==> config.mk <==
export PLATFORM = sky130hd
export DESIGN_NAME = mutex_fifo_wait_queue_core_flat
export DESIGN_NICKNAME = d
export VERILOG_FILES = /design/src/rtl/core/mfq_pkg.sv /design/src/rtl/core/mfq_req_if.sv /design/src/rtl/core/mfq_rsp_if.sv /design/src/rtl/core/mfq_queue_ram.sv /design/src/rtl/core/mfq_seq.sv /design/src/rtl/core/mfq_out_buf.sv /design/src/rtl/core/mutex_fifo_wait_queue_core.sv /design/src/flat_wrapper.sv
export SDC_FILE = /design/constraint.sdc
export NUM_CORES = 1
export LEC_CHECK = 0
export BUFFER_PORTS_ARGS = -buffer_cell sky130_fd_sc_hd__buf_2
export CORE_UTILIZATION = 35
export DETAILED_ROUTE_END_ITERATION = 10
export GPL_ROUTABILITY_DRIVEN = 0
export PLACE_DENSITY = 0.61
export SLEW_MARGIN = 30
export SYNTH_ARGS = -nofsm -noshare
export SYNTH_HDL_FRONTEND = slang
export SYNTH_SLANG_ARGS = --single-unit
==> constraint.sdc <==
create_clock -name clk -period 3.64 [get_ports clk]
set_input_delay 0.364 -clock clk [delete_from_list [all_inputs] [get_ports clk]]
set_output_delay 0.364 -clock clk [all_outputs]
set_load 0.005 [all_outputs]
==> src/rtl/core/mfq_pkg.sv <==
// ----------------------------------------------------------------------------
// Mutex wait queue package
// Field widths, action and status codes, result record.
// ----------------------------------------------------------------------------
package mfq_pkg;

    localparam int ACTION_W            = 3;
    localparam int TID_W               = 8;
    localparam int STATUS_W            = 3;
    localparam int QUEUE_DEPTH_DEF     = 16;
    localparam int THREAD_ID_BITS_DEF  = 8;

    typedef enum logic [ACTION_W-1:0] {
        ACT_INIT    = 3'd0,
        ACT_TRYLOCK = 3'd1,
        ACT_LOCK    = 3'd2,
        ACT_UNLOCK  = 3'd3,
        ACT_REMOVE  = 3'd4,
        ACT_DESTROY = 3'd5
    } action_e;

    typedef enum logic [STATUS_W-1:0] {
        ST_DONE     = 3'd0,
        ST_BUSY     = 3'd1,
        ST_QUEUED   = 3'd2,
        ST_FULL     = 3'd3,
        ST_NOTFOUND = 3'd4,
        ST_TERM     = 3'd5
    } status_e;

    typedef struct packed {
        status_e          status;
        logic             thread_valid;
        logic [TID_W-1:0] thread_out;
        logic             last;
    } res_t;

endpackage

==> src/rtl/core/mfq_req_if.sv <==
// ----------------------------------------------------------------------------
// Mutex wait queue request channel
// Valid/ready channel carrying one request per transfer.
// ----------------------------------------------------------------------------
interface mfq_req_if;
    import mfq_pkg::*;

    logic                valid;
    logic                ready;
    logic [ACTION_W-1:0] action;
    logic [TID_W-1:0]    thread_id;

    modport source (output valid, action, thread_id, input ready);
    modport sink   (input valid, action, thread_id, output ready);

endinterface

==> src/rtl/core/mfq_rsp_if.sv <==
// ----------------------------------------------------------------------------
// Mutex wait queue result channel
// Valid/ready channel carrying one result per transfer.
// ----------------------------------------------------------------------------
interface mfq_rsp_if;
    import mfq_pkg::*;

    logic                valid;
    logic                ready;
    logic [STATUS_W-1:0] status;
    logic                thread_valid;
    logic [TID_W-1:0]    thread_out;
    logic                last;

    modport source (output valid, status, thread_valid, thread_out, last, input ready);
    modport sink   (input valid, status, thread_valid, thread_out, last, output ready);

endinterface

==> src/rtl/core/mfq_queue_ram.sv <==
// ----------------------------------------------------------------------------
// Mutex wait queue storage
// Single write port, single read port, registered read data held when idle.
// ----------------------------------------------------------------------------
module mfq_queue_ram #(
    parameter int DEPTH = 16,
    parameter int WIDTH = 8,
    localparam int AW   = (DEPTH > 1) ? $clog2(DEPTH) : 1
) (
    input  logic             clk,
    input  logic             we,
    input  logic [AW-1:0]    waddr,
    input  logic [WIDTH-1:0] wdata,
    input  logic             re,
    input  logic [AW-1:0]    raddr,
    output logic [WIDTH-1:0] rdata
);

    logic [WIDTH-1:0] mem [DEPTH];

    always_ff @(posedge clk)
    begin
        if (we)
        begin
            mem[waddr] <= wdata;
        end
    end

    always_ff @(posedge clk)
    begin
        if (re)
        begin
            rdata <= mem[raddr];
        end
    end

endmodule

==> src/rtl/core/mfq_seq.sv <==
// ----------------------------------------------------------------------------
// Mutex wait queue sequencer
// Lock flag, ring pointers and the read-modify-write walks over the queue.
// ----------------------------------------------------------------------------
module mfq_seq #(
    parameter int DEPTH = 16,
    parameter int IDW   = 8,
    localparam int AW   = (DEPTH > 1) ? $clog2(DEPTH) : 1
) (
    input  logic           clk,
    input  logic           rst_n,
    mfq_req_if.sink        req,
    output logic           ram_we,
    output logic [AW-1:0]  ram_waddr,
    output logic [IDW-1:0] ram_wdata,
    output logic           ram_re,
    output logic [AW-1:0]  ram_raddr,
    input  logic [IDW-1:0] ram_rdata,
    output logic           res_valid,
    input  logic           res_ready,
    output mfq_pkg::res_t  res
);
    import mfq_pkg::*;

    localparam int CW = $clog2(DEPTH + 1);

    typedef enum logic [5:0] {
        S_IDLE  = 6'b000001,
        S_POP   = 6'b000010,
        S_SRCH  = 6'b000100,
        S_SHIFT = 6'b001000,
        S_DRAIN = 6'b010000,
        S_EMIT  = 6'b100000
    } state_t;

    state_t         state_reg, state_next;
    logic           free_reg, free_next;
    logic [CW-1:0]  count_reg, count_next;
    logic [AW-1:0]  head_reg, head_next;
    logic [AW-1:0]  pos_reg, pos_next;
    logic [CW-1:0]  k_reg, k_next;
    logic [IDW-1:0] tid_reg, tid_next;
    status_e        status_reg, status_next;

    logic [AW:0]    tail_sum;
    logic [AW-1:0]  tail;
    logic [AW-1:0]  pos_n;
    logic [AW-1:0]  pos_nn;
    logic [CW-1:0]  k_inc;
    logic           k_last;
    logic [IDW-1:0] tid_in;
    action_e        act;

    function automatic logic [AW-1:0] wrap_inc(input logic [AW-1:0] a);
        return (a == AW'(DEPTH - 1)) ? '0 : a + 1'b1;
    endfunction

    assign tail_sum = {1'b0, head_reg} + (AW+1)'(count_reg);
    assign tail     = (tail_sum >= (AW+1)'(DEPTH)) ? AW'(tail_sum - (AW+1)'(DEPTH))
                                                   : AW'(tail_sum);
    assign pos_n    = wrap_inc(pos_reg);
    assign pos_nn   = wrap_inc(pos_n);
    assign k_inc    = k_reg + CW'(1);
    assign k_last   = (k_inc == count_reg);
    assign tid_in   = IDW'(req.thread_id);
    assign act      = action_e'(req.action);

    always_comb
    begin
        state_next  = state_reg;
        free_next   = free_reg;
        count_next  = count_reg;
        head_next   = head_reg;
        pos_next    = pos_reg;
        k_next      = k_reg;
        tid_next    = tid_reg;
        status_next = status_reg;
        ram_we      = 1'b0;
        ram_waddr   = tail;
        ram_wdata   = tid_in;
        ram_re      = 1'b0;
        ram_raddr   = head_reg;
        res_valid   = 1'b0;
        res         = '{status: ST_DONE, thread_valid: 1'b0, thread_out: '0, last: 1'b1};
        req.ready   = 1'b0;

        unique case (state_reg)
            S_IDLE:
            begin
                req.ready = res_ready;
                if (req.valid && res_ready)
                begin
                    unique case (act)
                        ACT_INIT:
                        begin
                            free_next  = 1'b1;
                            count_next = '0;
                            res_valid  = 1'b1;
                        end
                        ACT_TRYLOCK:
                        begin
                            res_valid = 1'b1;
                            if (free_reg)
                            begin
                                free_next = 1'b0;
                            end
                            else
                            begin
                                res.status = ST_BUSY;
                            end
                        end
                        ACT_LOCK:
                        begin
                            res_valid = 1'b1;
                            if (free_reg)
                            begin
                                free_next = 1'b0;
                            end
                            else if (count_reg != CW'(DEPTH))
                            begin
                                ram_we     = 1'b1;
                                count_next = count_reg + CW'(1);
                                res.status = ST_QUEUED;
                            end
                            else
                            begin
                                res.status = ST_FULL;
                            end
                        end
                        ACT_UNLOCK:
                        begin
                            free_next = 1'b1;
                            if (count_reg == '0)
                            begin
                                res_valid = 1'b1;
                            end
                            else
                            begin
                                ram_re     = 1'b1;
                                head_next  = wrap_inc(head_reg);
                                count_next = count_reg - CW'(1);
                                state_next = S_POP;
                            end
                        end
                        ACT_REMOVE:
                        begin
                            if (count_reg == '0)
                            begin
                                res_valid  = 1'b1;
                                res.status = ST_NOTFOUND;
                            end
                            else
                            begin
                                ram_re     = 1'b1;
                                pos_next   = head_reg;
                                k_next     = '0;
                                tid_next   = tid_in;
                                state_next = S_SRCH;
                            end
                        end
                        ACT_DESTROY:
                        begin
                            free_next = 1'b0;
                            if (count_reg == '0)
                            begin
                                res_valid = 1'b1;
                            end
                            else
                            begin
                                ram_re     = 1'b1;
                                pos_next   = head_reg;
                                k_next     = '0;
                                state_next = S_DRAIN;
                            end
                        end
                        default:
                        begin
                            res_valid = 1'b1;
                        end
                    endcase
                end
            end
            S_POP:
            begin
                res_valid        = 1'b1;
                res.thread_valid = 1'b1;
                res.thread_out   = TID_W'(ram_rdata);
                if (res_ready)
                begin
                    state_next = S_IDLE;
                end
            end
            S_SRCH:
            begin
                if (ram_rdata == tid_reg)
                begin
                    if (k_last)
                    begin
                        count_next  = count_reg - CW'(1);
                        status_next = ST_DONE;
                        state_next  = S_EMIT;
                    end
                    else
                    begin
                        ram_re     = 1'b1;
                        ram_raddr  = pos_n;
                        k_next     = k_inc;
                        state_next = S_SHIFT;
                    end
                end
                else if (k_last)
                begin
                    status_next = ST_NOTFOUND;
                    state_next  = S_EMIT;
                end
                else
                begin
                    ram_re    = 1'b1;
                    ram_raddr = pos_n;
                    pos_next  = pos_n;
                    k_next    = k_inc;
                end
            end
            S_SHIFT:
            begin
                // entry at pos_n moves up one place into pos
                ram_we    = 1'b1;
                ram_waddr = pos_reg;
                ram_wdata = ram_rdata;
                pos_next  = pos_n;
                if (k_last)
                begin
                    count_next  = count_reg - CW'(1);
                    status_next = ST_DONE;
                    state_next  = S_EMIT;
                end
                else
                begin
                    ram_re    = 1'b1;
                    ram_raddr = pos_nn;
                    k_next    = k_inc;
                end
            end
            S_DRAIN:
            begin
                res_valid        = 1'b1;
                res.status       = ST_TERM;
                res.thread_valid = 1'b1;
                res.thread_out   = TID_W'(ram_rdata);
                res.last         = k_last;
                if (res_ready)
                begin
                    if (k_last)
                    begin
                        count_next = '0;
                        state_next = S_IDLE;
                    end
                    else
                    begin
                        ram_re    = 1'b1;
                        ram_raddr = pos_n;
                        pos_next  = pos_n;
                        k_next    = k_inc;
                    end
                end
            end
            S_EMIT:
            begin
                res_valid  = 1'b1;
                res.status = status_reg;
                if (res_ready)
                begin
                    state_next = S_IDLE;
                end
            end
            default:
            begin
                state_next = S_IDLE;
            end
        endcase
    end

    always_ff @(posedge clk or negedge rst_n)
    begin
        if (!rst_n)
        begin
            state_reg <= S_IDLE;
            free_reg  <= 1'b1;
            count_reg <= '0;
            head_reg  <= '0;
        end
        else
        begin
            state_reg <= state_next;
            free_reg  <= free_next;
            count_reg <= count_next;
            head_reg  <= head_next;
        end
    end

    always_ff @(posedge clk)
    begin
        pos_reg    <= pos_next;
        k_reg      <= k_next;
        tid_reg    <= tid_next;
        status_reg <= status_next;
    end

endmodule

==> src/rtl/core/mfq_out_buf.sv <==
// ----------------------------------------------------------------------------
// Mutex wait queue output register
// One-entry result register that decouples the result channel.
// ----------------------------------------------------------------------------
module mfq_out_buf (
    input  logic          clk,
    input  logic          rst_n,
    input  logic          in_valid,
    output logic          in_ready,
    input  mfq_pkg::res_t in_res,
    mfq_rsp_if.source     rsp
);
    import mfq_pkg::*;

    logic valid_reg, valid_next;
    res_t data_reg, data_next;

    assign in_ready = !valid_reg || rsp.ready;

    always_comb
    begin
        valid_next = valid_reg;
        data_next  = data_reg;
        if (in_ready)
        begin
            valid_next = in_valid;
            if (in_valid)
            begin
                data_next = in_res;
            end
        end
    end

    always_ff @(posedge clk or negedge rst_n)
    begin
        if (!rst_n)
        begin
            valid_reg <= 1'b0;
        end
        else
        begin
            valid_reg <= valid_next;
        end
    end

    always_ff @(posedge clk)
    begin
        data_reg <= data_next;
    end

    assign rsp.valid        = valid_reg;
    assign rsp.status       = data_reg.status;
    assign rsp.thread_valid = data_reg.thread_valid;
    assign rsp.thread_out   = data_reg.thread_out;
    assign rsp.last         = data_reg.last;

endmodule

==> src/rtl/core/mutex_fifo_wait_queue_core.sv <==
// Result path: init, trylock, lock, unlock on an empty queue: result registered in the output
// buffer at the transfer. Unlock with waiters: head read from the queue RAM, then reported.
// Destroy: head read, then one result per cycle while the output buffer accepts. Remove: search,
// then shift, over the single read port. Throughput: one request per cycle while results are
// accepted, for actions with no RAM walk; otherwise the next request waits for the walk to finish.
// Reset: asynchronous, mutex free and queue empty at once; queue RAM contents are not cleared.
// ----------------------------------------------------------------------------
// Mutex with FIFO wait queue
// Hardware mutex whose waiting thread ids sit in a ring buffer RAM.
// ----------------------------------------------------------------------------
module mutex_fifo_wait_queue_core #(
    parameter int QUEUE_DEPTH    = mfq_pkg::QUEUE_DEPTH_DEF,
    parameter int THREAD_ID_BITS = mfq_pkg::THREAD_ID_BITS_DEF
) (
    input  logic      clk,
    input  logic      rst_n,
    mfq_req_if.sink   req,
    mfq_rsp_if.source rsp
);
    import mfq_pkg::*;

    localparam int AW = (QUEUE_DEPTH > 1) ? $clog2(QUEUE_DEPTH) : 1;

    // Queue RAM port signals. The waiters live in a ring: head pointer plus
    // count in the sequencer, entries in the RAM.
    logic                      ram_we;
    logic [AW-1:0]             ram_waddr;
    logic [THREAD_ID_BITS-1:0] ram_wdata;
    logic                      ram_re;
    logic [AW-1:0]             ram_raddr;
    logic [THREAD_ID_BITS-1:0] ram_rdata;

    // Result hand-off from sequencer to the output register.
    logic res_valid;
    logic res_ready;
    res_t res;

    // Queue storage. Read data is registered and holds while no read is
    // issued, so a stalled result built from it stays put.
    mfq_queue_ram #(
        .DEPTH (QUEUE_DEPTH),
        .WIDTH (THREAD_ID_BITS)
    ) u_ram (
        .clk   (clk),
        .we    (ram_we),
        .waddr (ram_waddr),
        .wdata (ram_wdata),
        .re    (ram_re),
        .raddr (ram_raddr),
        .rdata (ram_rdata)
    );

    // Sequencer: lock flag, head/count, and the walks over the queue RAM.
    //  - lock appends at the tail in the transfer cycle
    //  - unlock reads the head, advances it and reports the waiter
    //  - remove searches one entry per cycle, then moves the later
    //    entries up one place, one read and one write per cycle
    //  - destroy reads out every waiter in order, one result per cycle unless stalled
    mfq_seq #(
        .DEPTH (QUEUE_DEPTH),
        .IDW   (THREAD_ID_BITS)
    ) u_seq (
        .clk       (clk),
        .rst_n     (rst_n),
        .req       (req),
        .ram_we    (ram_we),
        .ram_waddr (ram_waddr),
        .ram_wdata (ram_wdata),
        .ram_re    (ram_re),
        .ram_raddr (ram_raddr),
        .ram_rdata (ram_rdata),
        .res_valid (res_valid),
        .res_ready (res_ready),
        .res       (res)
    );

    // Output register: a finished result is presented here while the next request is taken;
    // while it is stalled, the sequencer and the request ready stall with it.
    mfq_out_buf u_out (
        .clk      (clk),
        .rst_n    (rst_n),
        .in_valid (res_valid),
        .in_ready (res_ready),
        .in_res   (res),
        .rsp      (rsp)
    );

endmodule

==> src/flat_wrapper.sv <==
// flat-port wrapper written by rule: the top's interface ports become plain ports
module mutex_fifo_wait_queue_core_flat import mfq_pkg::*;
#(
    parameter int QUEUE_DEPTH    = mfq_pkg::QUEUE_DEPTH_DEF,
    parameter int THREAD_ID_BITS = mfq_pkg::THREAD_ID_BITS_DEF
)
  (clk, rst_n, req_valid, req_action, req_thread_id, req_ready, rsp_valid, rsp_status, rsp_thread_valid, rsp_thread_out, rsp_last, rsp_ready);
  mfq_req_if req_i ();
  mfq_rsp_if rsp_i ();
  input  logic clk;
  input  logic rst_n;
  input wire logic [$bits(req_i.valid)-1:0] req_valid;
  input wire logic [$bits(req_i.action)-1:0] req_action;
  input wire logic [$bits(req_i.thread_id)-1:0] req_thread_id;
  output wire logic [$bits(req_i.ready)-1:0] req_ready;
  output wire logic [$bits(rsp_i.valid)-1:0] rsp_valid;
  output wire logic [$bits(rsp_i.status)-1:0] rsp_status;
  output wire logic [$bits(rsp_i.thread_valid)-1:0] rsp_thread_valid;
  output wire logic [$bits(rsp_i.thread_out)-1:0] rsp_thread_out;
  output wire logic [$bits(rsp_i.last)-1:0] rsp_last;
  input wire logic [$bits(rsp_i.ready)-1:0] rsp_ready;
  assign req_i.valid = req_valid;
  assign req_i.action = req_action;
  assign req_i.thread_id = req_thread_id;
  assign req_ready = req_i.ready;
  assign rsp_valid = rsp_i.valid;
  assign rsp_status = rsp_i.status;
  assign rsp_thread_valid = rsp_i.thread_valid;
  assign rsp_thread_out = rsp_i.thread_out;
  assign rsp_last = rsp_i.last;
  assign rsp_i.ready = rsp_ready;
  mutex_fifo_wait_queue_core #(.QUEUE_DEPTH(QUEUE_DEPTH), .THREAD_ID_BITS(THREAD_ID_BITS)) u_core (.clk(clk), .rst_n(rst_n), .req(req_i), .rsp(rsp_i));
endmodule
==> metrics, run 1 <==
Port Buffers=29; Avg Cell Area, Syn=14.52 µm²; initial antenna violation count=0; Reg2Reg Depth=13; Hold Crit Endpoint=u_core.u_seq.tid_reg[3]; via count=5,283; drt pass-1 iters=5; Area Growth Syn to Fin=16.04%; worst-skew pair later-pin latency=0.43 ns; core area=23,680 µm²; P per Cell Area=691.5 nW/µm²; R2R Setup Slk=0.13 ns; gr ovfl total=0; skew final=0.01271 ns; largest net degree at the start of global routing=33; CTS buffer count=17; DR iter-0 viols=543; Worst Hold Launch=req_thread_id[3]; worst hold stages=1; status=finished clean; Worst Hold Class=primary input to register; Starting Density=36.00%; max reg flops=128; CTS tree=done; Pwr Total=6.841 mW; CTS Sinks=186; fin nets=675; P_sw=2.327 mW; ys flop type=edfxtp_1; Async SR Flop Fraction=9.140%; Most flops, register=u_core.u_ram.mem; Sw Share=34.02%; synth warn=0; actual transition at the worst max-transition pin=0.8172 ns; P_leak=3.454 nW; Worst Path Arrival=3.70 ns; vias per inst=5.385; minimum clock period=3.514 ns; placed cell areas=9218 µm²; CP startpoint=u_core.u_seq.k_reg[0]; die area=24,990 µm²; routed len/inst=18.80 µm; # DRC=0; Worst R2R Start=u_core.u_seq.k_reg[0]; Flop pwr share=40.3%; vias in the first global route=5,092; Clock Power Share=27.0%; crit share post-route=96.54%; Max Slew Vio Count=0; Max Cap Violations=0; Critical Path RT=3.82 ns; count of final hold-check violations=0; CTS clk-pin slew, worst paths=0.08 ns; H-tree depth=4; Synth Net Count=613; Yosys reg bits=186; Max Clk Rate=0.2846 GHz; Cell Rows=56; Setup violations, final=0; final instance area=9893 µm²; Worst setup SP type=register; Worst Path Max Fanout=16; register area share after synthesis=64.54%; die height=158.1 µm; Worst Setup End Kind=register; cell area after synthesis=8526 µm²; Routed Antenna Nets=0; root buf cell=clkbuf_16; maximum VDD drop=0.3175 mV; EDFF count, synth=169; Syn Inst Count=587; synth unique cells=66; Logic pwr share=32.7%; wirelength, routed=18,440 µm; Clock Path Buffers=2; relative slew slack=45.01%; Post-DP HPWL=12,980 µm; Total Routing Usage GR=15.29%; # IOs=30; share of cells above drive strength 1=20.85%; first-pass GRT wire length=28,510 µm; ant diodes=0; kind of critical path=register to register; Int Power=4.514 mW; Die X-Extent=158.1 µm; reg2reg end=u_core.u_ram.rdata[6]
[through the flow]
| step | utilization [%] | TNS [ns] | hold WS, ns | std cells | setup WS, ns |
|---|---|---|---|---|---|
| after floorplan | - | 0 | 0.06841 | 587 | 0.4957 |
| after global routing | 41.77 | -0.01666 | 0.1098 | 981 | -0.01230 |
| after global placement | 38.92 | 0 | 0.3193 | 946 | 0.2550 |
| final | 41.77 | 0 | 0.1242 | 981 | 0.1260 |
| after CTS | 41.58 | 0 | 0.1092 | 979 | 0.09368 |
| after detailed placement | 38.92 | 0 | 0.3282 | 946 | 0.1020 |
[cell type report]
class	count	area (µm²)
clock inverter	15	195.2
inverter	7	26.28
timing repair buffer	66	467.9
tap	319	399.1
clock buffer	17	425.4
fill	2174	13790
multi-input combinational	371	2877
sequential	186	5503
[timing repair]
action / CTS / global route
setup buffers: 0 / 1
setup endpoints to repair: 0 / 8
endpoints found under the hold margin: 15 / 0
hold buffers: 1 / 0
resized for setup: 0 / 3
[worst max-delay path: stages, from the launching register on]
cell and delay, ns:
edfxtp_1 0.46, ha_2 0.32, xor2_1 0.16, a211oi_2 0.23, o311ai_4 0.23, buf_4 0.23, o311ai_2 0.32, a22oi_1 0.13
o22ai_2 0.27, buf_4 0.17, clkbuf_16 0.18, mux4_2 0.32, a22oi_1 0.18, nand2_1 0.07
[kinds of logic (layout without fill, tap and decap cells)]
logic type	Yosys count	count (layout)	share of synthesized area, %
buf+inv	30	105	1.864
xor+xnor	25	25	2.568
compound gates	110	110	9.070
fa+ha+maj	11	11	1.702
simple gates	188	188	10.41
mux	37	37	9.847
flops	186	186	64.54
[cell usage after synthesis, drive strengths merged (6+ instances only)]
master / n / area share [%]
a21oi: 21 / 1.2
nor2b: 8 / 0.59
inv: 7 / 0.31
ha: 10 / 1.5
buf: 12 / 1.1
nand3: 7 / 0.41
dfrtp: 15 / 4.4
nor2: 51 / 2.2
nor3: 10 / 0.59
clkbuf: 11 / 0.48
xnor2: 19 / 2.0
a22oi: 18 / 1.6
xor2: 6 / 0.62
edfxtp: 169 / 60
nand2: 70 / 3.1
mux4: 32 / 9.1
o21ai: 28 / 1.8
and2: 15 / 1.1
[power by group through the flow]
stage | Combinational, mW | Clock [mW] | Sequential, mW
final | 2.24 | 1.84 | 2.76
after floorplan | 1.62 | 0 | 2.74
after detailed placement | 2.13 | 0 | 2.80
after global placement | 2.08 | 0 | 2.79
after CTS | 2.15 | 1.88 | 2.76
after global routing | 2.45 | 1.96 | 2.79
[per-layer routing]
layer | part of all wire [%] | global-route usage [%] | wire length (µm)
met5 | 0 | 0 | 0
met4 | 1.3 | 5.403 | 246
met3 | 4.7 | 3.066 | 864
met2 | 49 | 24.33 | 8972
met1 | 45 | 20.75 | 8355
[how the worst max path moves through the flow]
stage / end / slack (ns)
final: u_core.u_ram.rdata[6] / 0.13
after global routing: u_core.u_ram.rdata[1] / -0.01
after detailed placement: u_core.u_ram.rdata[3] / 0.10
after floorplan: u_core.u_ram.rdata[4] / 0.50
after global placement: u_core.u_ram.rdata[3] / 0.25
after CTS: u_core.u_ram.rdata[3] / 0.09
[cell usage in the layout (no fill, tap or decap), types with 6 or more instances in the layout]
cell type,n
nand2_1,70
buf_4,33
mux4_1,14
clkbuf_16,18
a22oi_1,18
clkinv_8,7
o21ai_0,26
buf_2,29
and2_1,15
dfrtp_1,15
xor2_1,6
nor3_1,10
a21oi_1,21
nand3_1,7
inv_1,6
ha_1,9
edfxtp_1,169
nor2_1,50
xnor2_1,19
mux4_2,18
nor2b_1,8
No activity file was read; power rests on OpenSTA's default activity.
==> run 2: changes to the inputs <==
--- a/config.mk
+++ b/config.mk
@@ -5,7 +5,9 @@
 export SDC_FILE = /design/constraint.sdc
 export NUM_CORES = 1
 export LEC_CHECK = 0
+export ABC_AREA = 1
 export BUFFER_PORTS_ARGS = -buffer_cell sky130_fd_sc_hd__buf_2
+export CORE_MARGIN = 10
 export CORE_UTILIZATION = 35
 export DETAILED_ROUTE_END_ITERATION = 10
 export GPL_ROUTABILITY_DRIVEN = 0
==> run 2 against run 1 <==
Effect of this change: synthesized cell count grew 58%; largest cell class unchanged; global-route usage shrank 1.7 points; critical path depth grew 6; fmax grew 9.1%; flip-flop and latch count is the same; critical path type unchanged; combinational power grew 33%; die area grew 34%.
==> metrics, run 2 <==
Sw Share=40.35%; Worst setup SP type=register; cell area after synthesis=9308 µm²; max reg flops=128; fillers=2,525; initial antenna violation count=0; largest net degree at the start of global routing=39; postcts setup bufs=0; Reg2Reg Depth=19; most frequent cells in the layout=nand2_1 (222), edfxtp_1 (169), nand3_1 (132); worst hold stages=1; Die X-Extent=183.1 µm; Setup violations, final=0; die height=183.1 µm; top-area cell type share of the netlist area=54.52%; ant diodes=0; die area=33,520 µm²; fin nets=1,005; Worst Hold Launch=req_thread_id[0]; actual transition at the worst max-transition pin=0.8013 ns; crit share post-route=88.51%; CTS Sinks=186; Logic pwr share=38.2%; hold slack=0.1181 ns; Max Cap Violations=0; relative slew slack=46.38%; skew final=0.01626 ns; CTS buffer count=17; Cell Rows=59; drt pass-1 iters=6; Int Power=4.647 mW; P_leak=4.399 nW; CTS tree=done; vias in the first global route=6,405; reg2reg end=u_core.u_ram.rdata[0]; share of cells above drive strength 1=15.73%; R2R Setup Slk=0.42 ns; setup TNS=0 ns; vias per inst=5.061; Avg Cell Area, Syn=10.01 µm²; Max Clk Rate=0.3104 GHz; EDFF count, synth=169; Worst R2R Start=u_core.u_seq.k_reg[0]; Starting Density=35.62%; synth warn=0; Worst Setup End Kind=register; Clock Power Share=25.1%; worst-skew pair later-pin latency=0.44 ns; register area share after synthesis=59.12%; H-tree depth=4; Async SR Flop Fraction=9.140%; Area contributors post-synth=edfxtp_1 (55%), nand2_1 (9.0%), nand3_1 (7.1%), inv_1 (4.2%), dfrtp_1 (4.0%); synth unique cells=51; P_sw=3.144 mW; Flop pwr share=36.7%; minimum clock period=3.222 ns; most common cell after layout, fill and taps aside=nand2_1; Area Growth Syn to Fin=13.36%; wirelength, routed=22,880 µm; Routed Antenna Nets=0; # IOs=30; Post-DP HPWL=15,970 µm; Worst Path Max Fanout=20; core area=26,130 µm²; count of final hold-check violations=0; CTS clk-pin slew, worst paths=0.07 ns; Worst Hold Class=primary input to register; DR iter-0 viols=752; Clock Path Buffers=2; RSZ-0062 raised after global routing=no; Hold Crit Endpoint=u_core.u_seq.tid_reg[0]; ys flop type=edfxtp_1; routed len/inst=17.24 µm; # DRC=0; Synth top cells by count=nand2_1 (222), edfxtp_1 (169), nand3_1 (132); status=finished clean; maximum VDD drop=0.4469 mV; Critical Path RT=3.83 ns; Yosys reg bits=186; kind of critical path=register to register; most frequent cell after synthesis=nand2_1; Synth Net Count=956; P per Cell Area=738.4 nW/µm²; gr ovfl total=0; root buf cell=clkbuf_16; Total Routing Usage GR=13.62%; Syn Inst Count=930; via count=6,716; Worst Path Arrival=3.41 ns; first-pass GRT wire length=36,110 µm; Port Buffers=29; Most flops, register=u_core.u_ram.mem; Max Slew Vio Count=0; largest area contributor in the netlist=edfxtp_1
## run 2: cell types whose count changed after synthesis, moves of 13 or more
cell      change
a22oi_1      -17
mux4_2       -18
nand3_2      +13
nand2_1     +152
mux4_1       -14
xnor2_1      -14
inv_1        +98
nand3b_1     +18
buf_2        +17
nand3_1     +125
and2_1       -15
## run 2: cell families after synthesis
family	share of synthesized area (%)
multiplexers	0.1075
flip-flops	59.12
buffers and inverters	7.407
adder cells (fa/ha/maj)	1.559
XOR/XNOR	1.411
AO/OA/AOI/OAI	4.799
AND/OR/NAND/NOR	25.59
## run 2: layout make-up
type	count	area (µm²)	share of cell area (%)
Sequential cell	186	5503	52.15
Multi-Input combinational cell	592	3115	29.53
Timing Repair Buffer	67	445.4	4.221
Inverter	115	436.7	4.138
Clock buffer	18	429.2	4.067
Tap cell	335	419.2	3.972
Clock inverter	14	202.7	1.921
## run 2: repair_timing
item,CTS,global route
gates resized for setup,0,0
endpoints found under the hold margin,15,0
hold buffers,1,0
## run 2: per-stage QoR
stage	util, %	worst slack (ns)	std cells	power [mW]	instance area, µm²
4_1_cts	40.38	0.4395	1327	7.812	10550
3_3_place_gp	37.92	0.5956	1294	5.824	9910
3_5_place_dp	37.92	0.4790	1294	5.855	9910
6_report	40.38	0.4183	1327	7.791	10550
2_1_floorplan	-	1.181	930	5.037	9308
5_1_grt	40.38	0.1502	1327	8.306	10550
## run 2: how the worst max path moves through the flow
| stage | cells after the start | end | from |
|---|---|---|---|
| floorplan | 10 | u_core.u_seq.pos_reg[0] | u_core.u_seq.state_reg[4] |
| global placement | 19 | u_core.u_ram.rdata[0] | u_core.u_seq.k_reg[0] |
| detailed placement | 19 | u_core.u_ram.rdata[0] | u_core.u_seq.k_reg[0] |
| CTS | 19 | u_core.u_ram.rdata[0] | u_core.u_seq.k_reg[0] |
| global route | 19 | u_core.u_ram.rdata[0] | u_core.u_seq.k_reg[0] |
| finish | 19 | u_core.u_ram.rdata[0] | u_core.u_seq.k_reg[0] |
## run 2: power by group through the flow
stage | Combinational, mW | Clock (mW) | Sequential (mW)
detailed placement | 2.95 | 0 | 2.90
CTS | 2.98 | 1.98 | 2.85
global placement | 2.93 | 0 | 2.89
floorplan | 2.22 | 0 | 2.82
finish | 2.98 | 1.96 | 2.86
global route | 3.36 | 2.06 | 2.88
## run 2: worst max-delay path: stages (launching register included)
cell      delay (ns)
edfxtp_1        0.50
ha_1            0.36
inv_1           0.06
nand2_1         0.06
nand2_1         0.05
nor2_1          0.14
nand3_2         0.12
nor2_4          0.13
nand3_4         0.17
nand2_1         0.10
nand2_1         0.06
nand2_2         0.09
nand2_4         0.16
nand2_4         0.20
buf_4           0.26
nand2_1         0.08
nand3_1         0.13
nand3_1         0.12
nand3_1         0.12
nand2_1         0.06
## run 2: per-layer routing
metal	GRT usage [%]	wire length (µm)	vias to the layer above
met5	0	0	-
met4	4.033	347	0
met3	2.174	1196	24
met2	21.68	10720	189
met1	18.74	10620	3254
li1	-	-	3249
